<file path="src/design/packed_pixel_alpha_blend_top_assert.svh">
// Assertion macros for the packed pixel blend block.
// Used by packed_pixel_alpha_blend_top; needs clk and rst_n in scope.
`ifndef PACKED_PIXEL_ALPHA_BLEND_TOP_ASSERT_SVH
`define PACKED_PIXEL_ALPHA_BLEND_TOP_ASSERT_SVH

// same-cycle implication, off during reset
`define PPAB_ASSERT_SAME(label, ante, cons, msg) \
    label: assert property (@(posedge clk) disable iff (!rst_n) (ante) |-> (cons)) \
        else $error(msg);

// next-cycle implication, off during reset
`define PPAB_ASSERT_NEXT(label, ante, cons, msg) \
    label: assert property (@(posedge clk) disable iff (!rst_n) (ante) |=> (cons)) \
        else $error(msg);

`endif

</file>
<file path="src/design/ppab_pkg.sv">
// Shared types, constants and channel-format helpers for the packed pixel blend.
// No dependencies; used by every module of the block.
package ppab_pkg;

    localparam int COORD_BITS     = 12;
    localparam int SIZE_BITS      = COORD_BITS + 1;
    localparam int PIX_BITS       = 32;
    localparam int HALF_BITS      = 16;
    localparam int CHAN_BITS      = 8;
    localparam int NUM_CH         = 4;
    localparam int FMT_FIELD_BITS = 9;
    localparam int FMT_BITS       = NUM_CH * FMT_FIELD_BITS;
    localparam int SHIFT_BITS     = 5;
    localparam int LOSS_BITS      = 4;
    localparam int INDEX_BITS     = 24;
    localparam int IDX_PROD_BITS  = COORD_BITS + SIZE_BITS + 1;
    localparam int BLEND_SHIFT    = 8;

    localparam int CFG_INDEX_BITS = 3;
    localparam int CFG_DATA_BITS  = FMT_BITS;

    // input request tdata layout, lowest field first
    localparam int COL_LSB      = 0;
    localparam int ROW_LSB      = COL_LSB + COORD_BITS;
    localparam int DEST_LSB     = ROW_LSB + COORD_BITS;
    localparam int RED_LSB      = DEST_LSB + PIX_BITS;
    localparam int GREEN_LSB    = RED_LSB + CHAN_BITS;
    localparam int BLUE_LSB     = GREEN_LSB + CHAN_BITS;
    localparam int ALPHA_LSB    = BLUE_LSB + CHAN_BITS;
    localparam int IN_RAW_BITS  = ALPHA_LSB + CHAN_BITS;
    localparam int IN_DATA_BITS = ((IN_RAW_BITS + 7) / 8) * 8;

    // result tdata layout
    localparam int OUT_RAW_BITS  = INDEX_BITS + PIX_BITS;
    localparam int OUT_DATA_BITS = ((OUT_RAW_BITS + 7) / 8) * 8;

    localparam logic [CHAN_BITS-1:0] ALPHA_OPAQUE = 8'hff;

    typedef logic [PIX_BITS-1:0] word_t;

    typedef enum logic [CFG_INDEX_BITS-1:0] {
        REG_WIDE_PIXELS    = 3'd0,
        REG_CHANNEL_FORMAT = 3'd1,
        REG_CLIP_LEFT      = 3'd2,
        REG_CLIP_TOP       = 3'd3,
        REG_CLIP_WIDTH     = 3'd4,
        REG_CLIP_HEIGHT    = 3'd5,
        REG_LINE_PITCH     = 3'd6
    } cfg_reg_t;

    typedef struct packed {
        logic                  wide_pixels;
        logic [FMT_BITS-1:0]   channel_format;
        logic [COORD_BITS-1:0] clip_left;
        logic [COORD_BITS-1:0] clip_top;
        logic [SIZE_BITS-1:0]  clip_width;
        logic [SIZE_BITS-1:0]  clip_height;
        logic [SIZE_BITS-1:0]  line_pitch;
    } cfg_t;

    localparam cfg_t CFG_RESET = '{
        wide_pixels:    1'b1,
        channel_format: 36'hC0001010,
        clip_left:      '0,
        clip_top:       '0,
        clip_width:     SIZE_BITS'(2 ** COORD_BITS),
        clip_height:    SIZE_BITS'(2 ** COORD_BITS),
        line_pitch:     SIZE_BITS'(2 ** COORD_BITS)
    };

    typedef struct packed {
        logic [COORD_BITS-1:0] column;
        logic [COORD_BITS-1:0] row;
        word_t                 dest_pixel;
        logic [CHAN_BITS-1:0]  red;
        logic [CHAN_BITS-1:0]  green;
        logic [CHAN_BITS-1:0]  blue;
        logic [CHAN_BITS-1:0]  alpha;
        logic                  force_copy;
    } item_t;

    // after clip test, packing and channel differences
    typedef struct packed {
        logic                     in_clip;
        logic                     copy;
        logic [CHAN_BITS-1:0]     alpha;
        word_t                    color;
        word_t [NUM_CH-1:0]       dm;
        word_t [NUM_CH-1:0]       diff;
        logic [COORD_BITS-1:0]    column;
        logic [COORD_BITS-1:0]    row;
    } st1_t;

    // after the multipliers
    typedef struct packed {
        logic                     in_clip;
        logic                     copy;
        word_t                    color;
        word_t [NUM_CH-1:0]       dm;
        word_t [NUM_CH-1:0]       prod;
        logic [INDEX_BITS-1:0]    index;
    } st2_t;

    typedef struct packed {
        logic                  written;
        logic [INDEX_BITS-1:0] pixel_index;
        word_t                 new_pixel;
    } res_t;

    function automatic logic [SHIFT_BITS-1:0] chan_shift(logic [FMT_BITS-1:0] fmt, int ch);
        return fmt[ch * FMT_FIELD_BITS +: SHIFT_BITS];
    endfunction

    function automatic logic [LOSS_BITS-1:0] chan_loss(logic [FMT_BITS-1:0] fmt, int ch);
        return fmt[ch * FMT_FIELD_BITS + SHIFT_BITS +: LOSS_BITS];
    endfunction

    // (0xff >> loss) << shift, kept to the pixel word
    function automatic word_t chan_mask(logic [FMT_BITS-1:0] fmt, int ch);
        word_t base;
        base = {{(PIX_BITS - CHAN_BITS){1'b0}}, ({CHAN_BITS{1'b1}} >> chan_loss(fmt, ch))};
        return base << chan_shift(fmt, ch);
    endfunction

endpackage

</file>
<file path="src/design/ppab_mult.sv">
// Stage 2: per-channel difference times alpha and the pixel word index.
// Depends on ppab_pkg.
module ppab_mult (
    input  logic           clk,
    input  logic           rst_n,
    input  ppab_pkg::cfg_t cfg,
    input  logic           in_valid,
    input  ppab_pkg::st1_t in_data,
    output logic           in_ready,
    output logic           out_valid,
    output ppab_pkg::st2_t out_data,
    input  logic           out_ready
);

    logic           valid_reg;
    logic           valid_next;
    ppab_pkg::st2_t data_reg;
    ppab_pkg::st2_t data_next;

    assign in_ready  = !valid_reg || out_ready;
    assign out_valid = valid_reg;
    assign out_data  = data_reg;

    always_comb
    begin
        data_next         = data_reg;
        data_next.in_clip = in_data.in_clip;
        data_next.copy    = in_data.copy;
        data_next.color   = in_data.color;
        data_next.dm      = in_data.dm;
        // 32 x 8 product, wraps at 32 bits
        for (int ch = 0; ch < ppab_pkg::NUM_CH; ch++)
        begin
            data_next.prod[ch] = in_data.diff[ch] * ppab_pkg::word_t'(in_data.alpha);
        end
        data_next.index = ppab_pkg::INDEX_BITS'(
            ppab_pkg::IDX_PROD_BITS'(in_data.row) * ppab_pkg::IDX_PROD_BITS'(cfg.line_pitch) +
            ppab_pkg::IDX_PROD_BITS'(in_data.column));
    end

    assign valid_next = in_ready ? in_valid : valid_reg;

    always_ff @(posedge clk or negedge rst_n)
    begin
        if (!rst_n)
        begin
            valid_reg <= 1'b0;
        end
        else
        begin
            valid_reg <= valid_next;
        end
    end

    always_ff @(posedge clk)
    begin
        if (in_ready && in_valid)
        begin
            data_reg <= data_next;
        end
    end

endmodule

</file>
<file path="config.mk">
export PLATFORM = sky130hd
export DESIGN_NAME = ppab_mult
export DESIGN_NICKNAME = d
export VERILOG_FILES = /design/src/design/packed_pixel_alpha_blend_top_assert.svh /design/src/design/ppab_pkg.sv /design/src/design/ppab_mult.sv
export SDC_FILE = /design/constraint.sdc
export NUM_CORES = 2
export LEC_CHECK = 0
export ABC_AREA = 1
export BUFFER_PORTS_ARGS = -buffer_cell sky130_fd_sc_hd__buf_2
export CAP_MARGIN = 20
export CORE_AREA = 2 2 289 291
export CTS_CLUSTER_DIAMETER = 150
export CTS_CLUSTER_SIZE = 25
export DETAILED_ROUTE_END_ITERATION = 8
export DIE_AREA = 0 0 291 293
export PLACE_DENSITY = 0.83
export REMOVE_ABC_BUFFERS = 1
export SLEW_MARGIN = 20
export SYNTH_ARGS = -nofsm -noshare
export SYNTH_HDL_FRONTEND = slang
export SYNTH_SLANG_ARGS = --single-unit
</file>
<file path="constraint.sdc">
create_clock -name clk -period 33.3 [get_ports clk]
set_clock_uncertainty 0.15 [all_clocks]
set_input_delay 3.33 -clock clk [delete_from_list [all_inputs] [get_ports clk]]
set_output_delay 3.33 -clock clk [all_outputs]
set_load 0.02 [all_outputs]
</file>
After elaboration in Yosys (flattened, before gate mapping)
Index checks and enable logic that the tools add are counted.
{ "op_classes": {"n_reduce_logical": 3, "n_mul": 5, "add_sub_neg": 1} }
{ "op_table": {"columns": ["cell", "count"], "rows": [
  ["32-bit by 8-bit multiplier with 32-bit output", 4],
  ["24-bit by 12-bit adder with 24-bit output", 1],
  ["12-bit by 13-bit multiplier with 24-bit output", 1],
  ["1-bit logical AND", 1],
  ["1-bit logical NOT", 1],
  ["1-bit logical OR", 1]
]} }
{ "totals": {"output_inout_bits": 316, "in_bits": 426, "word_cells": 22, "ff_bits": 315} }

Longest topological paths before layout
{ "logic_depth": {"depth_word": 3, "depth_mapped": 26, "ltp_nobuf": 22} }

Worst setup path before layout
No wires, ideal clock.
{ "synth_timing": {"path_type": "input port to flip-flop", "startpoint": "input port in_valid", "endpoint": "register data_reg (netlist bit out_data[0]) (enable)", "arrival_time_ns": 18.418, "setup_slack_ns": 13.637, "path_stages": 2, "n_path_buf": 0, "setup_ns": 1.095, "path_cell_list": "inv_1 > a21oi_1"} }
{ "synth_via": {"elab_chain_len": 1} }
{ "synth_lines": {"columns": ["element", "line_no", "rtl"], "rows": [
  ["start: declaration", "ppab_mult.sv:7", "input logic in_valid,"],
  ["1-bit logical AND", "ppab_mult.sv:57", "if (in_ready && in_valid)"],
  ["end signal: assignment", "ppab_mult.sv:59", "data_reg <= data_next;"],
  ["end: declaration", "ppab_mult.sv:17", "ppab_pkg::st2_t data_reg;"]
]} }
No other way between the ends.
A chain may end at the register's enable or synchronous reset.

==> key figures <==
Synth
  – Synth Area in Adders: 39.2%
  – Synth Area in XOR/XNOR: under 10%
  – Largest area contributor in the netlist: fa_1
  – Largest family of logic cells by synthesized area: adder cells
  – Count leader, synth: nand2_1
  – Synth top area cells: fa_1 (33%), edfxtp_1 (21%), nand2_1 (14%)
  – Yosys cell types: 40
  – Synth Area in Simple Gates: about a fifth
  – Yosys top cell area share: about a third
  – Post-synth EDFFs: about 310
  – Register bit count reported by yosys: about 320
  – Post-Synthesis Cells: about 5,700
  – Ys async rst share: less than 1%
  – Top post-synthesis cells by count: nand2_1 (1,700), inv_1 (1,642), fa_1 (744), edfxtp_1 (314), ha_1 (228)
  – Sequential fraction of the synthesis area: roughly a fifth
  – Syn Area/Cell: 7.99 um2
  – Mux contribution to synthesized area: 0%
  – Post-Synthesis Cell Area: around 45,000 um2
  – Synth Warn #: 0
  – Ys flop type: edfxtp_1
  – Synth Area in Compound Gates: 2.93%

Power
  – Peak supply drop: around 0.055 mV
  – Power density cells: just over 80 nW/um2
  – Lkg Pwr: about 29 nW

Floorplanning
  – Die height: a little under 300 um
  – CORE AREA: 81,800 um2
  – Cell row count: about 110
  – Die width: approximately 290 um
  – Starting density of the core: a little under three fifths
  – Die Area: around 85,000 um2
  – I/O pin count: ~740

Worst setup path
  – CP Buf/Inv Count: 4
  – Crit. End Element: flip-flop
  – Crit-path leading delay family: adder cells
  – R2R Setup Slk: roughly 29,000 ps
  – CP max-delay cell: buf_4
  – Slowest stage delay, CP: 780 ps
  – Data arrival time of the critical path: between 8000 and 9000 ps
  – WS Path Type: in2reg
  – WP data required: 33,460 ps
  – CP Launch Type: input port
  – Critical path, cell by cell: buf_4, buf_4, nand2_1, inv_1, fa_1, fa_1, fa_1, fa_1, ha_1, nand2_1, a21oi_1, nor2_1, nand3_2, nand2_1, inv_1, o21bai_1, nand2_1
  – Crit path max fanout: 68

Placement
  – Placed Cells: between 7,000 and 8,000
  – Routability congestion estimate: 0.978
  – Dpl hpwl: about 100,000 um
  – DP Area: slightly below 50,000 um2
  – Pre-CTS setup slack: ~25,000 ps
  – Port bufs: 654

Timing
  – Pins Over Slew Limit: 0
  – Period utilisation layout: approximately a quarter
  – TNS Setup: 0 ps
  – Slew margin rel.: 25.4%
  – Final hold vios: 0
  – Worst-Margin Slew: between 1000 and 1500 ps
  – RSZ-0062 raised after global routing: false
  – F_max: 121 MHz
  – Final Worst Setup Slack: around 25,000 ps
  – Setup violators final: 0
  – Min Tclk post-route: between 8000 and 9000 ps

Clock tree
  – Skew-Pair Late Insertion Delay: between 500 and 600 ps
  – # hold bufs at CTS: 0
  – Clock buffer depth: 3
  – Clk slew on worst S/H paths: 100 ps
  – Clk sinks: 315
  – TritonCTS clock tree: done
  – Post_cts resized: 0
  – H-tree Lvls: 1
  – CTS buffer count: 16
  – Buffer count from post-CTS setup fixing: 0
  – Clock Tree Root: clkbuf_16

GRT
  – Global-route wire length before repair: a little under 200,000 um
  – Tot GR Track Use: 28.7%
  – GRT overflow: 0
  – Largest net degree at the start of global routing: approximately 170
  – Vias in the first global route: around 38,000
  – Initial antenna violation count: 30

Hold path
  – Hold WC Path Type: reg2reg

Route
  – DR DRC count: 0
  – Drt via density: 5.17
  – DRT iter0 DRCs: between 2,000 and 3,000
  – DRT Pass-1 Iters: 6
  – Via Count: between 30,000 and 40,000
  – Drt wl/cell: 16.9 um
  – Antenna viol nets, final: 0
  – Final WL: between 100,000 and 150,000 um

Finish
  – Finished Core Util: 60.6%
  – Non-Filler Instances: 7,216
  – Area Overhead vs Synth: 9.43%
  – Final instance area: between 40,000 and 50,000 um2
  – Layout cells sized above 1: around an eighth
  – Nets: 7,518

Run
  – Max_cap viols: 0

Status
  – Status: finished clean
-- report_power, final --
| group | leakage (nW) | switching (mW) | internal [mW] |
|---|---|---|---|
| logic | 25.8 | 2.03 | 1.07 |
| registers | 3.01 | 0.0392 | 0.662 |
| clock network | 0.223 | 0.132 | 0.0943 |
-- worst reg2reg max path, cell delays in order (launching register included) --
cell	delay, ps
dfrtp_1	440
a21oi_4	350
buf_12	680
buf_4	1010
buf_4	910
-- layer usage --
metal	wire (um)	share of wire (%)	vias up	track usage (%)
li1	-	-	17200	-
met5	118	0.097	-	0
met4	6580	5.4	16	15.1
met2	60300	49	1611	49.7
met3	9200	7.5	281	3.83
met1	45800	38	18200	35.1
-- cells in the final DEF, fill, tap and decap left out, types with 2 or more instances in the layout --
| cell type | n |
|---|---|
| buf_2 | 646 |
| a21oi_2 | 3 |
| xor2_1 | 65 |
| a21o_1 | 14 |
| xnor2_1 | 18 |
| inv_1 | 1642 |
| nor4_2 | 7 |
| nand2_1 | 1700 |
| inv_2 | 7 |
| nor3b_1 | 2 |
| o21bai_1 | 18 |
| clkbuf_16 | 17 |
| clkbuf_1 | 4 |
| nor4_1 | 4 |
| nand3_2 | 9 |
| nor3_1 | 28 |
| a21oi_1 | 128 |
| nand3b_1 | 2 |
| nand4_1 | 55 |
| edfxtp_1 | 314 |
| fa_1 | 744 |
| o21ai_0 | 51 |
| ha_1 | 228 |
| o21ai_2 | 5 |
| nor3b_2 | 2 |
| nor2_1 | 161 |
| buf_4 | 18 |
| nand2_2 | 31 |
| and2_1 | 4 |
| nor3_2 | 7 |
| diode_2 | 21 |
| o21ai_1 | 10 |
| nand3_1 | 160 |
| nor2_2 | 8 |
| a21boi_0 | 4 |
-- path summary, 6_finish.rpt --
check | cells after the start | endpoint | startpoint
setup / recovery | 17 | out_data[75]$_DFFE_PP_ | in_data[316]
hold / removal | 2 | out_valid$_DFFE_PN0N_ | out_valid$_DFFE_PN0N_
setup reg to reg | 4 | out_data[262]$_DFFE_PP_ | out_valid$_DFFE_PN0N_
min in group asynchronous | 1 | out_valid$_DFFE_PN0N_ | rst_n
max in group asynchronous | 1 | out_valid$_DFFE_PN0N_ | rst_n
hold reg to reg | 2 | out_valid$_DFFE_PN0N_ | out_valid$_DFFE_PN0N_
-- sequential cells by signal (all words and copies together) (netlist names) --
| signal | flops |
|---|---|
| out_data | 314 |
| out_valid | 1 |
-- area by class of cell --
| cell class | instances | area [um2] |
|---|---|---|
| multi-input combinational | 3473 | 28700 |
| tap | 1070 | 1340 |
| timing repair buffer | 665 | 3390 |
| clock inverter | 2 | 13.8 |
| clock buffer | 21 | 440 |
| inverter | 1649 | 6190 |
| sequential | 315 | 9450 |
| antenna | 21 | 52.6 |
| fill | 7018 | 32300 |
-- per-stage QoR --
step	hold WS (ps)	total power, mW
after floorplan	618	2.96
after global placement	517	3.71
after detailed placement	537	3.77
after CTS	560	4.02
after global routing	604	4.45
final	589	4.03
-- logic make-up (layout without fill, tap and decap cells) --
group / after synthesis / after routing
xor+xnor: 83 / 83
buf+inv: 1880 / 2337
simple gates: 2181 / 2181
compound gates: 237 / 237
other cells: 0 / 21
fa+ha+maj: 972 / 972
flops: 315 / 315
(Power assumes the default switching activity.)
