$ cat src/design/packed_pixel_alpha_blend_top_assert.svh
// Assertion macros for the packed pixel blend block.
// Used by packed_pixel_alpha_blend_top; needs clk and rst_n in scope.
`ifndef PACKED_PIXEL_ALPHA_BLEND_TOP_ASSERT_SVH
`define PACKED_PIXEL_ALPHA_BLEND_TOP_ASSERT_SVH

// same-cycle implication, off during reset
`define PPAB_ASSERT_SAME(label, ante, cons, msg) \
    label: assert property (@(posedge clk) disable iff (!rst_n) (ante) |-> (cons)) \
        else $error(msg);

// next-cycle implication, off during reset
`define PPAB_ASSERT_NEXT(label, ante, cons, msg) \
    label: assert property (@(posedge clk) disable iff (!rst_n) (ante) |=> (cons)) \
        else $error(msg);

`endif

$ cat src/design/ppab_pkg.sv
// Shared types, constants and channel-format helpers for the packed pixel blend.
// No dependencies; used by every module of the block.
package ppab_pkg;

    localparam int COORD_BITS     = 12;
    localparam int SIZE_BITS      = COORD_BITS + 1;
    localparam int PIX_BITS       = 32;
    localparam int HALF_BITS      = 16;
    localparam int CHAN_BITS      = 8;
    localparam int NUM_CH         = 4;
    localparam int FMT_FIELD_BITS = 9;
    localparam int FMT_BITS       = NUM_CH * FMT_FIELD_BITS;
    localparam int SHIFT_BITS     = 5;
    localparam int LOSS_BITS      = 4;
    localparam int INDEX_BITS     = 24;
    localparam int IDX_PROD_BITS  = COORD_BITS + SIZE_BITS + 1;
    localparam int BLEND_SHIFT    = 8;

    localparam int CFG_INDEX_BITS = 3;
    localparam int CFG_DATA_BITS  = FMT_BITS;

    // input request tdata layout, lowest field first
    localparam int COL_LSB      = 0;
    localparam int ROW_LSB      = COL_LSB + COORD_BITS;
    localparam int DEST_LSB     = ROW_LSB + COORD_BITS;
    localparam int RED_LSB      = DEST_LSB + PIX_BITS;
    localparam int GREEN_LSB    = RED_LSB + CHAN_BITS;
    localparam int BLUE_LSB     = GREEN_LSB + CHAN_BITS;
    localparam int ALPHA_LSB    = BLUE_LSB + CHAN_BITS;
    localparam int IN_RAW_BITS  = ALPHA_LSB + CHAN_BITS;
    localparam int IN_DATA_BITS = ((IN_RAW_BITS + 7) / 8) * 8;

    // result tdata layout
    localparam int OUT_RAW_BITS  = INDEX_BITS + PIX_BITS;
    localparam int OUT_DATA_BITS = ((OUT_RAW_BITS + 7) / 8) * 8;

    localparam logic [CHAN_BITS-1:0] ALPHA_OPAQUE = 8'hff;

    typedef logic [PIX_BITS-1:0] word_t;

    typedef enum logic [CFG_INDEX_BITS-1:0] {
        REG_WIDE_PIXELS    = 3'd0,
        REG_CHANNEL_FORMAT = 3'd1,
        REG_CLIP_LEFT      = 3'd2,
        REG_CLIP_TOP       = 3'd3,
        REG_CLIP_WIDTH     = 3'd4,
        REG_CLIP_HEIGHT    = 3'd5,
        REG_LINE_PITCH     = 3'd6
    } cfg_reg_t;

    typedef struct packed {
        logic                  wide_pixels;
        logic [FMT_BITS-1:0]   channel_format;
        logic [COORD_BITS-1:0] clip_left;
        logic [COORD_BITS-1:0] clip_top;
        logic [SIZE_BITS-1:0]  clip_width;
        logic [SIZE_BITS-1:0]  clip_height;
        logic [SIZE_BITS-1:0]  line_pitch;
    } cfg_t;

    localparam cfg_t CFG_RESET = '{
        wide_pixels:    1'b1,
        channel_format: 36'hC0001010,
        clip_left:      '0,
        clip_top:       '0,
        clip_width:     SIZE_BITS'(2 ** COORD_BITS),
        clip_height:    SIZE_BITS'(2 ** COORD_BITS),
        line_pitch:     SIZE_BITS'(2 ** COORD_BITS)
    };

    typedef struct packed {
        logic [COORD_BITS-1:0] column;
        logic [COORD_BITS-1:0] row;
        word_t                 dest_pixel;
        logic [CHAN_BITS-1:0]  red;
        logic [CHAN_BITS-1:0]  green;
        logic [CHAN_BITS-1:0]  blue;
        logic [CHAN_BITS-1:0]  alpha;
        logic                  force_copy;
    } item_t;

    // after clip test, packing and channel differences
    typedef struct packed {
        logic                     in_clip;
        logic                     copy;
        logic [CHAN_BITS-1:0]     alpha;
        word_t                    color;
        word_t [NUM_CH-1:0]       dm;
        word_t [NUM_CH-1:0]       diff;
        logic [COORD_BITS-1:0]    column;
        logic [COORD_BITS-1:0]    row;
    } st1_t;

    // after the multipliers
    typedef struct packed {
        logic                     in_clip;
        logic                     copy;
        word_t                    color;
        word_t [NUM_CH-1:0]       dm;
        word_t [NUM_CH-1:0]       prod;
        logic [INDEX_BITS-1:0]    index;
    } st2_t;

    typedef struct packed {
        logic                  written;
        logic [INDEX_BITS-1:0] pixel_index;
        word_t                 new_pixel;
    } res_t;

    function automatic logic [SHIFT_BITS-1:0] chan_shift(logic [FMT_BITS-1:0] fmt, int ch);
        return fmt[ch * FMT_FIELD_BITS +: SHIFT_BITS];
    endfunction

    function automatic logic [LOSS_BITS-1:0] chan_loss(logic [FMT_BITS-1:0] fmt, int ch);
        return fmt[ch * FMT_FIELD_BITS + SHIFT_BITS +: LOSS_BITS];
    endfunction

    // (0xff >> loss) << shift, kept to the pixel word
    function automatic word_t chan_mask(logic [FMT_BITS-1:0] fmt, int ch);
        word_t base;
        base = {{(PIX_BITS - CHAN_BITS){1'b0}}, ({CHAN_BITS{1'b1}} >> chan_loss(fmt, ch))};
        return base << chan_shift(fmt, ch);
    endfunction

endpackage

$ cat src/design/ppab_back.sv
// Stage 3: scale back, add to destination, merge channels, copy select and clip zeroing.
// Depends on ppab_pkg.
module ppab_back (
    input  logic           clk,
    input  logic           rst_n,
    input  ppab_pkg::cfg_t cfg,
    input  logic           in_valid,
    input  ppab_pkg::st2_t in_data,
    output logic           in_ready,
    output logic           out_valid,
    output ppab_pkg::res_t out_data,
    input  logic           out_ready
);

    logic            valid_reg;
    logic            valid_next;
    ppab_pkg::res_t  data_reg;
    ppab_pkg::res_t  data_next;
    ppab_pkg::word_t part_v [ppab_pkg::NUM_CH];
    ppab_pkg::word_t blend;
    ppab_pkg::word_t px;

    assign in_ready  = !valid_reg || out_ready;
    assign out_valid = valid_reg;
    assign out_data  = data_reg;

    always_comb
    begin
        blend = '0;
        for (int ch = 0; ch < ppab_pkg::NUM_CH; ch++)
        begin
            part_v[ch] = in_data.prod[ch] >> ppab_pkg::BLEND_SHIFT;
            if (cfg.wide_pixels)
            begin
                part_v[ch] = part_v[ch] << ppab_pkg::chan_shift(cfg.channel_format, ch);
            end
            // an empty mask (missing alpha) drops out here
            blend = blend | ((in_data.dm[ch] + part_v[ch]) &
                             ppab_pkg::chan_mask(cfg.channel_format, ch));
        end
        px = in_data.copy ? in_data.color : blend;
        if (!cfg.wide_pixels)
        begin
            px[ppab_pkg::PIX_BITS-1:ppab_pkg::HALF_BITS] = '0;
        end
        data_next.written     = in_data.in_clip;
        data_next.pixel_index = in_data.in_clip ? in_data.index : '0;
        data_next.new_pixel   = in_data.in_clip ? px : '0;
    end

    assign valid_next = in_ready ? in_valid : valid_reg;

    always_ff @(posedge clk or negedge rst_n)
    begin
        if (!rst_n)
        begin
            valid_reg <= 1'b0;
        end
        else
        begin
            valid_reg <= valid_next;
        end
    end

    always_ff @(posedge clk)
    begin
        if (in_ready && in_valid)
        begin
            data_reg <= data_next;
        end
    end

endmodule

$ cat config.mk
export PLATFORM = sky130hd
export DESIGN_NAME = ppab_back
export DESIGN_NICKNAME = d
export VERILOG_FILES = /design/src/design/packed_pixel_alpha_blend_top_assert.svh /design/src/design/ppab_pkg.sv /design/src/design/ppab_back.sv
export SDC_FILE = /design/constraint.sdc
export NUM_CORES = 1
export LEC_CHECK = 0
export BUFFER_PORTS_ARGS = -buffer_cell sky130_fd_sc_hd__buf_2
export CAP_MARGIN = 5
export CORE_ASPECT_RATIO = 1.1
export CORE_MARGIN = 2
export CORE_UTILIZATION = 30
export CTS_CLUSTER_SIZE = 24
export DETAILED_ROUTE_END_ITERATION = 10
export SETUP_SLACK_MARGIN = 0.4
export SLEW_MARGIN = 20
export SYNTH_ARGS = -nofsm -noshare
export SYNTH_HDL_FRONTEND = slang
export SYNTH_SLANG_ARGS = --single-unit
$ cat constraint.sdc
create_clock -name clk -period 4.6 [get_ports clk]
set_input_delay 0.23 -clock clk [delete_from_list [all_inputs] [get_ports clk]]
set_output_delay 0.23 -clock clk [all_outputs]
set_load 0.01 [all_outputs]
# --- Yosys cells after proc, flatten, opt, wreduce, memory -nomap -nowiden ---
# Index checks and enable logic that the tools add are counted.
op_classes:
  magnitude_cmp: 0
  bitwise: 7
  muxes: 5
  shift: 12
  reduce_logical: 4
  n_mul: 0
  eq_ne: 0
  div: 0
  n_addsub: 4
op_table:
  columns: ["operator", "count"]
  rows:
  - ["$mux 32", 5]
  - ["$add 32x32->32", 4]
  - ["$and 32x32->32", 4]
  - ["$shl 24x5->32", 4]
  - ["$shl 8x5->32", 4]
  - ["$or 32x32->32", 3]
  - ["$shr 8x4->8 const A", 4]
  - ["$reduce_and 2->1", 1]
  - ["$logic_and 1x1->1", 1]
  - ["$logic_not 1->1", 1]
  - ["$logic_or 1x1->1", 1]
totals:
  mem_bits_rw: 0
  output_inout_bits: 59
  wordCells: 37
  memories: 0
  inputBits: 418
  regBits: 58
  latchBits: 0
  rom_bits: 0

# --- Depth between registers and ports, before layout ---
depth:
  depth_word: 8
  mapped_depth: 22
  mapped_depth_nobuf: 19

# --- Worst setup path after synthesis ---
# No wires, ideal clock.
synth_timing:
  kind: "input port to flip-flop"
  start: "input cfg[81] in the netlist's numbering"
  end: "register data_reg (netlist bit out_data[19]), data pin"
  path_stages: 17
  arrival_time_ns: 4.147
  setup_ns: 0.265
  required_time_ns: 4.335
  n_path_buf: 3
  slack_ns: 0.187
  path_cell_list: "buf_2 -> buf_2 -> buf_2 -> mux4_2 -> mux2_2 -> o21ai_0 -> o2bb2ai_1 -> ha_1 -> a211o_1 -> a221o_1 -> a211o_1 -> o21a_1 -> a21boi_1 -> o21bai_1 -> xor2_1 -> a221oi_1 -> a31oi_1"
synth_between:
  elab_chain_len: 7
  word_cells_on_any_way: 8
  cone_classes: "add/sub (1); shift (2); mux (2); bitwise (3)"
synth_rtl:
  columns: ["element", "line_no", "source"]
  rows:
  - ["from (decl)", "ppab_back.sv:6", "input ppab_pkg::cfg_t cfg,"]
  - ["$shl 24x5->32", "ppab_back.sv:35", "part_v[ch] = part_v[ch] << ppab_pkg::chan_shift(cfg.channel_format, ch);"]
  - ["$mux 32", "ppab_back.sv:33", "if (cfg.wide_pixels)"]
  - ["$add 32x32->32", "ppab_back.sv:38", "blend = blend | ((in_data.dm[ch] + part_v[ch]) &"]
  - ["$and 32x32->32 *", "ppab_back.sv:38", null]
  - ["$or 32x32->32 * (2 in series)", "ppab_back.sv:38", null]
  - ["$mux 32 *", "ppab_back.sv:41", "px = in_data.copy ? in_data.color : blend;"]
  - ["to (signal assigned)", "ppab_back.sv:69", "data_reg <= data_next;"]
  - ["to (decl)", "ppab_back.sv:17", "ppab_pkg::res_t data_reg;"]
# Mark *: on every way between the ends. The rest lies on a longest branch, timed or not.
# A chain may end at the register's enable or synchronous reset.

# --- Worst setup path in the final report ---
layout_timing:
  start: "input cfg[66] in the netlist's numbering"
  end: "register data_reg (netlist bit out_data[31]), data pin"
layout_between:
  elab_chain_len: 8
  word_cells_on_any_way: 9
  cone_classes: "add/sub (1); shift (2); mux (2); bitwise (4)"
layout_rtl:
  columns: ["element", "line_no"]
  rows:
  - ["$shl 24x5->32", "ppab_back.sv:35"]
  - ["$mux 32", "ppab_back.sv:33"]
  - ["$add 32x32->32", "ppab_back.sv:38"]
  - ["$and 32x32->32 *", "ppab_back.sv:38"]
  - ["$or 32x32->32 * (3 in series)", "ppab_back.sv:38"]
  - ["$mux 32 *", "ppab_back.sv:41"]
# Marked as above.

==> impl_metrics.toml <==
[routing]
maxUsedRoutingLayer = "met5"
dr.pass1.iters = 5
route.detailed.wl_per_inst_um = 24.1
drt_wl_total_um = 87000
via_per_inst = 5.96
drt_iter0_drc = 2291
post-route-drc-count = 0
met3_length_um = 7560
ant_nets = 0
vias = 21500
met2_length_um = 40000
met1_length_um = 35100

[synth]
async_reset_ff_share_pct = 1.72
synth_top_flop_cell = "edfxtp_1"
synth_top_area_share_pct = 9.91
synth-seq-area-share_pct = 10.1
synth-seq-cells = 58
synth_edf_count = 57
synth_nets = 2919
synth_warnings = 0
synth_cell_types = 83
netlist_instances = 2369
postSynthAreaPerCell_um2 = 7.29
synthTopCellsByCount = "248 x nand2_1, 203 x nor2_1, 192 x a21oi_1, 168 x o21ai_0, 128 x ha_1"
synth.most_common_cell = "nand2_1"
synth_area_leaders = "edfxtp_1 9.9%, ha_1 9.3%, mux4_2 6.0%, a21oi_1 5.6%, nand2_1 5.4%"
yosys.area.top_type = "edfxtp_1"
syn_area_mm2 = 0.0173

[layout]
nets = 3395
fin_cells = 3610
drive_gt1_share_pct = 28.3
syn_to_final_growth_pct = 28.1

[worst_setup_path]
crit_path_end_kind = "flip-flop"
critical_path_class = "in -> reg"
arrival_ps = 4190
path_max_fanout = 24
critPathLaunchType = "primary input"
required_ps = 4690

[power]
ir_worst_vdd_uv = 94.4
finalPower_uw = 4450
leakage_uw = 0.00958
power.density_mw_per_mm2 = 201

[cts]
clockBufferDepth = 2
clock-sinks = 58
root_buffer = "clkbuf_16"
cts_tree = "built"
clk_latency_ps = 340
htreeDepth = 3
clkTransAtPathRegs_ps = 60
numCtsBuffers = 9

[floorplan]
die_y_um = 256
die_w_um = 233
ios = 477
core_area_mm2 = 0.0571
rows = 92
initial_utilization_pct = 30.3
die_area_mm2 = 0.0595

[placed_design]
dp_hpwl_um = 73300
io_buffers = 381
dpl.cell_count = 3575
gp_congestion = 1.02

[status]
status = "finished, final reports clean"

[timing]
fin_crit_ps = 4100
setup_viol = 0
fmax_ghz = 0.244
slew_viol_final = 0
worstMarginPinSlew_ps = 980
fin_crit_sh_pct = 89.1
hold_viol = 0
finClkSkew_ps = 8.70
grt_setup_unrepaired = "false"
slew_headroom_pct = 34.6

[grt]
grt_pass1_wl_um = 126000
gr-total-overflow = 0
antenna_found_initial = 10
grt_use_total_pct = 27.6
grt_pass1_vias = 20400
grt_max_degree = 46

[min_path]
min_path_type = "in -> reg"

[run]
cap_violations = 0
final timing paths:
kind	start	endpoint	slack, ps	cells past startpoint
setup / recovery	cfg[66]	out_data[31]$_SDFFCE_PN0P_	500	16
hold / removal	in_valid	out_valid$_DFFE_PN0N_	90	2
setup reg to reg	out_valid$_DFFE_PN0N_	out_data[11]$_SDFFCE_PN0P_	2590	3
hold reg to reg	out_valid$_DFFE_PN0N_	out_valid$_DFFE_PN0N_	530	2
max in group asynchronous	rst_n	out_valid$_DFFE_PN0N_	4320	2
min in group asynchronous	rst_n	out_valid$_DFFE_PN0N_	200	2
state kept, by name, summed over array words and instances (netlist names):
signal	cells
out_valid	1
out_data	57
power breakdown:
group | switching, uW | internal (uW) | total (uW)
clock | 265 | 471 | 736
sequential | 18.0 | 621 | 639
combinational | 1810 | 1270 | 3080
stage by stage:
step	utilization, %	TNS (ps)	hold slack [ps]	setup slack [ps]	instance area [um2]
3_5_place_dp	37.4	-137	6.07	-115	21300
6_report	38.8	0	88.8	501	22100
3_3_place_gp	37.4	-253	4.87	-85.7	21300
2_1_floorplan	-	0	-65.6	364	17300
4_1_cts	38.0	0	81.6	376	21700
5_1_grt	38.7	0	90.7	389	22100
metal layers:
layer / track usage [%] / vias up
met3: 4.14 / 180
met1: 35.7 / 10200
met5: 0 / -
li1: - / 10000
met4: 12.3 / 6
met2: 45.3 / 1101
kinds of logic after synthesis:
family / after synthesis / synth area share [%]
xor+xnor: 103 / 5.27
fa+ha+maj: 140 / 10.2
flops: 58 / 10.1
mux: 178 / 14.0
buf+inv: 226 / 5.11
simple gates: 788 / 21.5
compound gates: 876 / 33.9
layout by cell type (no fill, tap or decap), types with 70 or more instances in the layout:
| cell | netlist | routed |
|---|---|---|
| a21oi_1 | 192 | 186 |
| buf_2 | 15 | 378 |
| buf_4 | 2 | 233 |
| ha_1 | 128 | 125 |
| mux2i_1 | 91 | 80 |
| nand2_1 | 248 | 248 |
| nand3_1 | 70 | 70 |
| nor2_1 | 203 | 202 |
| o21ai_0 | 168 | 155 |
area by class of cell:
cell class / count / area (um2)
Multi-Input combinational cell: 2085 / 15000
Sequential cell: 58 / 1740
Tap cell: 752 / 941
Clock inverter: 6 / 81.3
Inverter: 66 / 255
Timing Repair Buffer: 625 / 3870
Clock buffer: 10 / 229
Fill cell: 6175 / 35000
Antenna cell: 8 / 20.0
critical path, stage by stage:
cell      delay, ps
buf_2           100
buf_4           280
clkinv_1        290
nor2_1          440
nand2b_1        120
a31oi_1         350
ha_1            370
and4_1          250
and3_1          200
a32oi_1         270
a21oi_1         120
o32a_1          400
a211oi_2        220
xnor2_1         250
o22a_1          210
a31oi_1          80
repair_timing:
| item | 4_1_cts | 5_1_grt |
|---|---|---|
| endpoints found under the setup margin | 5 | 19 |
| pin swaps | 1 | 11 |
| gates cloned | 0 | 1 |
| hold buffers | 1 | 0 |
| gates resized for setup | 4 | 81 |
| hold endpoints to repair | 1 | 0 |
| buffers inserted | 0 | 9 |
Note: power is estimated with default switching activity, not from simulation.
