===== config.mk =====
export PLATFORM = sky130hd
export DESIGN_NAME = ppab_front
export DESIGN_NICKNAME = d
export VERILOG_FILES = /design/src/design/packed_pixel_alpha_blend_top_assert.svh /design/src/design/ppab_pkg.sv /design/src/design/ppab_front.sv
export SDC_FILE = /design/constraint.sdc
export NUM_CORES = 2
export LEC_CHECK = 0
export BUFFER_PORTS_ARGS = -buffer_cell sky130_fd_sc_hd__buf_2
export CORE_MARGIN = 10
export CORE_UTILIZATION = 55
export CTS_CLUSTER_DIAMETER = 40
export DETAILED_ROUTE_END_ITERATION = 8
export PLACE_DENSITY_LB_ADDON = 0.15
export SYNTH_ARGS = -nofsm -noshare
export SYNTH_HDL_FRONTEND = slang
export SYNTH_SLANG_ARGS = --single-unit
export TNS_END_PERCENT = 20

===== constraint.sdc =====
create_clock -name clk -period 13.7 [get_ports clk]
set_clock_uncertainty 0.05 [all_clocks]
set_input_delay 2.055 -clock clk [delete_from_list [all_inputs] [get_ports clk]]
set_output_delay 2.055 -clock clk [all_outputs]
set_load 0.02 [all_outputs]

===== src/design/packed_pixel_alpha_blend_top_assert.svh =====
// Assertion macros for the packed pixel blend block.
// Used by packed_pixel_alpha_blend_top; needs clk and rst_n in scope.
`ifndef PACKED_PIXEL_ALPHA_BLEND_TOP_ASSERT_SVH
`define PACKED_PIXEL_ALPHA_BLEND_TOP_ASSERT_SVH

// same-cycle implication, off during reset
`define PPAB_ASSERT_SAME(label, ante, cons, msg) \
    label: assert property (@(posedge clk) disable iff (!rst_n) (ante) |-> (cons)) \
        else $error(msg);

// next-cycle implication, off during reset
`define PPAB_ASSERT_NEXT(label, ante, cons, msg) \
    label: assert property (@(posedge clk) disable iff (!rst_n) (ante) |=> (cons)) \
        else $error(msg);

`endif


===== src/design/ppab_pkg.sv =====
// Shared types, constants and channel-format helpers for the packed pixel blend.
// No dependencies; used by every module of the block.
package ppab_pkg;

    localparam int COORD_BITS     = 12;
    localparam int SIZE_BITS      = COORD_BITS + 1;
    localparam int PIX_BITS       = 32;
    localparam int HALF_BITS      = 16;
    localparam int CHAN_BITS      = 8;
    localparam int NUM_CH         = 4;
    localparam int FMT_FIELD_BITS = 9;
    localparam int FMT_BITS       = NUM_CH * FMT_FIELD_BITS;
    localparam int SHIFT_BITS     = 5;
    localparam int LOSS_BITS      = 4;
    localparam int INDEX_BITS     = 24;
    localparam int IDX_PROD_BITS  = COORD_BITS + SIZE_BITS + 1;
    localparam int BLEND_SHIFT    = 8;

    localparam int CFG_INDEX_BITS = 3;
    localparam int CFG_DATA_BITS  = FMT_BITS;

    // input request tdata layout, lowest field first
    localparam int COL_LSB      = 0;
    localparam int ROW_LSB      = COL_LSB + COORD_BITS;
    localparam int DEST_LSB     = ROW_LSB + COORD_BITS;
    localparam int RED_LSB      = DEST_LSB + PIX_BITS;
    localparam int GREEN_LSB    = RED_LSB + CHAN_BITS;
    localparam int BLUE_LSB     = GREEN_LSB + CHAN_BITS;
    localparam int ALPHA_LSB    = BLUE_LSB + CHAN_BITS;
    localparam int IN_RAW_BITS  = ALPHA_LSB + CHAN_BITS;
    localparam int IN_DATA_BITS = ((IN_RAW_BITS + 7) / 8) * 8;

    // result tdata layout
    localparam int OUT_RAW_BITS  = INDEX_BITS + PIX_BITS;
    localparam int OUT_DATA_BITS = ((OUT_RAW_BITS + 7) / 8) * 8;

    localparam logic [CHAN_BITS-1:0] ALPHA_OPAQUE = 8'hff;

    typedef logic [PIX_BITS-1:0] word_t;

    typedef enum logic [CFG_INDEX_BITS-1:0] {
        REG_WIDE_PIXELS    = 3'd0,
        REG_CHANNEL_FORMAT = 3'd1,
        REG_CLIP_LEFT      = 3'd2,
        REG_CLIP_TOP       = 3'd3,
        REG_CLIP_WIDTH     = 3'd4,
        REG_CLIP_HEIGHT    = 3'd5,
        REG_LINE_PITCH     = 3'd6
    } cfg_reg_t;

    typedef struct packed {
        logic                  wide_pixels;
        logic [FMT_BITS-1:0]   channel_format;
        logic [COORD_BITS-1:0] clip_left;
        logic [COORD_BITS-1:0] clip_top;
        logic [SIZE_BITS-1:0]  clip_width;
        logic [SIZE_BITS-1:0]  clip_height;
        logic [SIZE_BITS-1:0]  line_pitch;
    } cfg_t;

    localparam cfg_t CFG_RESET = '{
        wide_pixels:    1'b1,
        channel_format: 36'hC0001010,
        clip_left:      '0,
        clip_top:       '0,
        clip_width:     SIZE_BITS'(2 ** COORD_BITS),
        clip_height:    SIZE_BITS'(2 ** COORD_BITS),
        line_pitch:     SIZE_BITS'(2 ** COORD_BITS)
    };

    typedef struct packed {
        logic [COORD_BITS-1:0] column;
        logic [COORD_BITS-1:0] row;
        word_t                 dest_pixel;
        logic [CHAN_BITS-1:0]  red;
        logic [CHAN_BITS-1:0]  green;
        logic [CHAN_BITS-1:0]  blue;
        logic [CHAN_BITS-1:0]  alpha;
        logic                  force_copy;
    } item_t;

    // after clip test, packing and channel differences
    typedef struct packed {
        logic                     in_clip;
        logic                     copy;
        logic [CHAN_BITS-1:0]     alpha;
        word_t                    color;
        word_t [NUM_CH-1:0]       dm;
        word_t [NUM_CH-1:0]       diff;
        logic [COORD_BITS-1:0]    column;
        logic [COORD_BITS-1:0]    row;
    } st1_t;

    // after the multipliers
    typedef struct packed {
        logic                     in_clip;
        logic                     copy;
        word_t                    color;
        word_t [NUM_CH-1:0]       dm;
        word_t [NUM_CH-1:0]       prod;
        logic [INDEX_BITS-1:0]    index;
    } st2_t;

    typedef struct packed {
        logic                  written;
        logic [INDEX_BITS-1:0] pixel_index;
        word_t                 new_pixel;
    } res_t;

    function automatic logic [SHIFT_BITS-1:0] chan_shift(logic [FMT_BITS-1:0] fmt, int ch);
        return fmt[ch * FMT_FIELD_BITS +: SHIFT_BITS];
    endfunction

    function automatic logic [LOSS_BITS-1:0] chan_loss(logic [FMT_BITS-1:0] fmt, int ch);
        return fmt[ch * FMT_FIELD_BITS + SHIFT_BITS +: LOSS_BITS];
    endfunction

    // (0xff >> loss) << shift, kept to the pixel word
    function automatic word_t chan_mask(logic [FMT_BITS-1:0] fmt, int ch);
        word_t base;
        base = {{(PIX_BITS - CHAN_BITS){1'b0}}, ({CHAN_BITS{1'b1}} >> chan_loss(fmt, ch))};
        return base << chan_shift(fmt, ch);
    endfunction

endpackage


===== src/design/ppab_front.sv =====
// Stage 1: clip test, colour packing, masked destination and channel differences.
// Depends on ppab_pkg.
module ppab_front (
    input  logic            clk,
    input  logic            rst_n,
    input  ppab_pkg::cfg_t  cfg,
    input  logic            in_valid,
    input  ppab_pkg::item_t in_item,
    output logic            in_ready,
    output logic            out_valid,
    output ppab_pkg::st1_t  out_data,
    input  logic            out_ready
);

    logic                            valid_reg;
    logic                            valid_next;
    ppab_pkg::st1_t                  data_reg;
    ppab_pkg::st1_t                  data_next;
    ppab_pkg::word_t                 dest_eff;
    ppab_pkg::word_t                 color;
    ppab_pkg::word_t                 mask_v [ppab_pkg::NUM_CH];
    ppab_pkg::word_t                 cm_v   [ppab_pkg::NUM_CH];
    ppab_pkg::word_t                 sub_v  [ppab_pkg::NUM_CH];
    logic [ppab_pkg::CHAN_BITS-1:0]  src    [ppab_pkg::NUM_CH];
    logic                            col_ok;
    logic                            row_ok;

    assign in_ready  = !valid_reg || out_ready;
    assign out_valid = valid_reg;
    assign out_data  = data_reg;

    assign src[0] = in_item.red;
    assign src[1] = in_item.green;
    assign src[2] = in_item.blue;
    assign src[3] = in_item.alpha;

    // sums carry one extra bit so a full-size rectangle does not wrap
    assign col_ok = (in_item.column >= cfg.clip_left) &&
        ((ppab_pkg::SIZE_BITS + 1)'(in_item.column) <
         (ppab_pkg::SIZE_BITS + 1)'(cfg.clip_left) + (ppab_pkg::SIZE_BITS + 1)'(cfg.clip_width));
    assign row_ok = (in_item.row >= cfg.clip_top) &&
        ((ppab_pkg::SIZE_BITS + 1)'(in_item.row) <
         (ppab_pkg::SIZE_BITS + 1)'(cfg.clip_top) + (ppab_pkg::SIZE_BITS + 1)'(cfg.clip_height));

    always_comb
    begin
        dest_eff = in_item.dest_pixel;
        if (!cfg.wide_pixels)
        begin
            dest_eff[ppab_pkg::PIX_BITS-1:ppab_pkg::HALF_BITS] = '0;
        end
        color = '0;
        for (int ch = 0; ch < ppab_pkg::NUM_CH; ch++)
        begin
            mask_v[ch] = ppab_pkg::chan_mask(cfg.channel_format, ch);
            color = color |
                ((ppab_pkg::word_t'(src[ch]) >> ppab_pkg::chan_loss(cfg.channel_format, ch))
                 << ppab_pkg::chan_shift(cfg.channel_format, ch));
        end
        data_next         = data_reg;
        data_next.in_clip = col_ok && row_ok;
        data_next.copy    = (in_item.alpha == ppab_pkg::ALPHA_OPAQUE) || in_item.force_copy;
        data_next.alpha   = in_item.alpha;
        data_next.color   = color;
        data_next.column  = in_item.column;
        data_next.row     = in_item.row;
        for (int ch = 0; ch < ppab_pkg::NUM_CH; ch++)
        begin
            cm_v[ch]          = color & mask_v[ch];
            data_next.dm[ch]  = dest_eff & mask_v[ch];
            sub_v[ch]         = cm_v[ch] - data_next.dm[ch];
            // wide pixels: difference is brought down to bit 0 first
            data_next.diff[ch] = cfg.wide_pixels ?
                (sub_v[ch] >> ppab_pkg::chan_shift(cfg.channel_format, ch)) : sub_v[ch];
        end
    end

    assign valid_next = in_ready ? in_valid : valid_reg;

    always_ff @(posedge clk or negedge rst_n)
    begin
        if (!rst_n)
        begin
            valid_reg <= 1'b0;
        end
        else
        begin
            valid_reg <= valid_next;
        end
    end

    always_ff @(posedge clk)
    begin
        if (in_ready && in_valid)
        begin
            data_reg <= data_next;
        end
    end

endmodule


======== After elaboration in Yosys (flattened, before gate mapping) ========
Cells that the tools add are included.
word-level totals
  flip-flop bits (word level) ............. 323
  latch bits .............................. 0
  RAM bits ................................ 0
  memory bits (read-only) ................. 0
  logic and storage cells ................. 69
  memories ................................ 0
operators by class
  add/sub/neg operators ................... 6
  multipliers ............................. 0
  div/mod/pow operators ................... 0
  order comparisons ....................... 4
  equality and inequality tests ........... 1
  shift operators ......................... 20
  mux-type cells .......................... 5
  bitwise operators ....................... 11
  reduce and logical (&&, ||, !) cells .... 7
operators by type and width
  kind                   number
  $and A32 B32 Y32       8
  $mux W32               4
  $shl A32 B5 Y32        4
  $shl A8 B5 Y32         4
  $shr A32 B5 Y32        4
  $shr A8 B4 Y32         4
  $sub A32 B32 Y32       4
  $or A32 B32 Y32        3
  $shr A8 B4 Y8 const A  4
  $add A12 B13 Y14       2
  $lt A12 B14 Y1         2
  $ge A12 B12 Y1         2
  $mux W16               1
  $eq A8 B8 Y1 const B   1
  $logic_and A1 B1 Y1    4
  $logic_or A1 B1 Y1     2
  $logic_not A1 Y1       1

======== Longest topological paths before layout ========
  word-level depth ........................ 9
  mapped depth ............................ 27

======== Worst setup path before layout ========
No wires, ideal clock.
  path type ............................... in2reg
  start point ............................. input out_ready
  end point ............................... register data_reg, in the netlist out_data[0], enable pin
  setup time .............................. 724 ps
  arrival time ............................ 9646 ps
  setup slack ............................. 3280 ps
  stages on the path ...................... 2
  path buffers ............................ 0
  path through ............................ nand2b_1 > and2_1
between the ends
  cells in the longest elaborated chain, start to end .. 2
RTL lines
  item                  line              text
  start, declared       ppab_front.sv:12  input logic out_ready
  $logic_or A1 B1 Y1    ppab_front.sv:28  assign in_ready = !valid_reg || out_ready;
  $logic_and A1 B1 Y1   ppab_front.sv:94  if (in_ready && in_valid)
  end signal, assigned  ppab_front.sv:96  data_reg <= data_next;
  end, declared         ppab_front.sv:17  ppab_pkg::st1_t data_reg;
Every way passes these cells.
A chain may end at the register's enable or synchronous reset.

==> impl_metrics.env <==
export IMPL_outcome="finished, violations left"
export IMPL_violations="design-rule violations"
export IMPL_cts_tree="done"
export IMPL_start_kind="input port"
export IMPL_power_density_nw_per_um2=108
export IMPL_gp_congestion=1.08
export IMPL_synth_cells=4345
export IMPL_antenna_found_initial=15
export IMPL_vias=39200
export IMPL_post_cts_setup_buffers=0
export IMPL_critPathKind="in -> reg"
export IMPL_hpwl_um=126000
export IMPL_synthesis_area_um2=35100
export IMPL_die_area_um2=74400
export IMPL_overflow=0
export IMPL_core_area_um2=63200
export IMPL_setup_tns_ps=0
export IMPL_dpl_cell_area_um2=38200
export IMPL_clock_sinks=323
export IMPL_drv_slew=0
export IMPL_clock_path_buffers=3
export IMPL_path_cells="buf_2 > inv_1 > buf_4 > o221ai_1 > o211ai_1 > o21ai_0 > mux2i_1 > mux2_2 > nor2_1 > a211oi_2 > nor3_1 > ha_1 > nand4_1 > a2111oi_0 > o21a_1 > o21ai_0 > a31oi_1 > a31oi_1 > xor2_1 > buf_4 > a211oi_1 > a211oi_1 > mux2i_1 > o2bb2ai_1"
export IMPL_critical_path_max_stage_delay_ps=880
export IMPL_drtIter0Drc=7268
export IMPL_grt_pass1_vias=35700
export IMPL_drc=31
export IMPL_top_layer_used="met5"
export IMPL_worstHoldPathType="reg -> reg"
export IMPL_root_buffer="clkbuf_16"
export IMPL_synth_main_ff_cell="edfxtp_1"
export IMPL_syn_avg_cell_area_um2=8.08
export IMPL_synth_distinct_cells=100
export IMPL_crit_required_ps=13960
export IMPL_clk_pin_slew_ps=60
export IMPL_post_drt_wl_per_cell_um=29.3
export IMPL_rsz0062_at_grt="no"
export IMPL_worst_slew_pin_slew_ps=1350
export IMPL_htree_levels=2
export IMPL_ant_nets=0
export IMPL_areaGrowthSynthToFinish_pct=12.8
export IMPL_worstPathMaxFanout=40
export IMPL_synth_seq_cells=323
export IMPL_cts_made_buffers=44
export IMPL_clk_latency_ps=600
export IMPL_hold_viol=0
export IMPL_timing_fmax_mhz=100
export IMPL_std_cell_rows=92
export IMPL_end_kind="flop"
export IMPL_nNetsFinal=5073
export IMPL_vias_per_cell=7.05
export IMPL_drv_cap=0
export IMPL_start_util=0.556
export IMPL_grt_pass1_wl_um=234000
export IMPL_yosys_warnings=0
export IMPL_leakagePower_nw=17.6
export IMPL_cts_resized=0
export IMPL_met3_wirelength_um=23500
export IMPL_grt_max_degree=161
export IMPL_grt_use_total=0.413
export IMPL_first_pass_iters=9
export IMPL_dr_wl_met2_um=68500
export IMPL_peakVddDrop_mv=0.133
export IMPL_min_period_over_period=0.727
export IMPL_slew_limit_headroom=0.0990
export IMPL_ys_seq_area_frac=0.276
export IMPL_setup_viol=0
export IMPL_async_reset_ff_frac=0.00310
export IMPL_wl_met1_um=59100
export IMPL_fillers=5588
export IMPL_synth_edf_count=322
export IMPL_layout_drive_gt1_share=0.181
export IMPL_portBuffers=503
export IMPL_cp_arrival_ps=10210
export IMPL_final_area_um2=39600
export IMPL_synthesis_nets=4738
export IMPL_die_y_um=273
export IMPL_regArea_um2=9690
export IMPL_die_x_um=273
export IMPL_multiInputGateArea_um2=23400
export IMPL_wirelength_um=163000
export IMPL_ctsHoldBuffers=0
export IMPL_boundaryPins=517
export IMPL_cp_slowest_cell="a211oi_2"
export IMPL_min_period_ps=9960
## cells in the mapped netlist, types with 40 or more instances
cell | number | area, µm²
o21ai_0 | 232 | 1160
o22ai_1 | 73 | 457
a21oi_1 | 297 | 1490
mux2i_1 | 149 | 1490
nor2b_1 | 48 | 300
nor3_1 | 108 | 541
xor2_1 | 52 | 455
o211ai_1 | 82 | 616
ha_1 | 194 | 2430
a21o_1 | 97 | 728
buf_1 | 47 | 176
mux4_2 | 40 | 901
or2_2 | 61 | 382
inv_1 | 231 | 867
nand2b_1 | 44 | 275
a211oi_1 | 70 | 526
or3_1 | 44 | 275
o21a_1 | 48 | 360
nand3_1 | 120 | 601
a31oi_1 | 64 | 400
clkbuf_1 | 229 | 860
xnor2_1 | 63 | 552
edfxtp_1 | 322 | 9670
nor2_1 | 418 | 1570
nand2_1 | 443 | 1660
nand4_1 | 54 | 338
mux2_2 | 63 | 709
and3_1 | 78 | 488
a22oi_1 | 54 | 405
and2_1 | 50 | 313
## cell families after synthesis
family / count (synthesis) / share of synthesized area
AOI/OAI and AO/OA: 1360 / 0.262
buffers and inverters: 527 / 0.0574
and+or+nand+nor: 1558 / 0.212
adders and majority gates: 206 / 0.0743
DFF: 323 / 0.276
xor gates and xnor gates: 118 / 0.0301
muxes: 253 / 0.0887
## report_power, final
| group | internal, mW | leakage, nW | switching [mW] | total, mW |
|---|---|---|---|---|
| sequential | 1.20 | 3.19 | 0.0199 | 1.22 |
| clock | 0.630 | 0.664 | 0.478 | 1.11 |
| combinational | 0.641 | 13.8 | 1.29 | 1.94 |
| total | 2.47 | 17.6 | 1.79 | 4.26 |
## critical path: cells and delay by family
| family | cells | cell delay (ps) |
|---|---|---|
| AOI/OAI and AO/OA | 12 | 4350 |
| muxes | 3 | 980 |
| xor gates and xnor gates | 1 | 170 |
| and+or+nand+nor | 3 | 450 |
| adders and majority gates | 1 | 520 |
| buffers and inverters | 4 | 1670 |
## cell usage in the layout (no fill, tap or decap), drive strengths merged, types with 64 or more instances in the layout
cell type	synthesis	layout
buf	59	577
nand2	443	443
nor2	418	418
edfxtp	322	322
a21oi	298	298
o21ai	239	239
inv	232	239
ha	194	194
mux2i	150	150
nand3	120	120
nor3	109	109
a21o	97	97
o211ai	82	82
and3	78	78
o22ai	73	73
a211oi	71	71
xnor2	66	66
a31oi	64	64
## per-layer routing
metal / up-vias / global-route usage
met5: - / 0
met4: 16 / 0.236
met3: 693 / 0.137
met2: 3228 / 0.616
met1: 18200 / 0.519
li1: 17100 / -
## worst paths after layout
kind,slack [ps],to,from,cells past startpoint
worst max-delay path,3740,out_data[107],cfg[90],24
max in group asynchronous,12340,out_valid,rst_n,1
worst max register to register,10360,out_data[319],out_valid,4
min in group asynchronous,1170,out_valid,rst_n,1
worst min register to register,520,out_valid,out_valid,2
worst min-delay path,520,out_valid,out_valid,2
## layout make-up
class	count	area share
antenna	9	0.000569
multi-input combinational	3495	0.592
sequential	323	0.245
clock buffer	47	0.0286
tap	846	0.0267
inverter	239	0.0227
clock inverter	33	0.00692
timing repair buffer	577	0.0780
## sequential cells by signal (all words and copies together), names as in the netlist
register / count
out_data: 322
out_valid: 1
## per-stage QoR
stage	setup WS, ps	std cells	util	power (mW)	hold slack [ps]
2_1_floorplan	3280	4345	-	2.47	733
3_3_place_gp	3770	5480	0.604	3.06	470
3_5_place_dp	3760	5480	0.604	3.07	502
4_1_cts	4360	5560	0.626	4.17	517
5_1_grt	3740	5566	0.627	4.39	564
6_report	3740	5569	0.627	4.26	519
No activity file was read; power rests on OpenSTA's default activity.
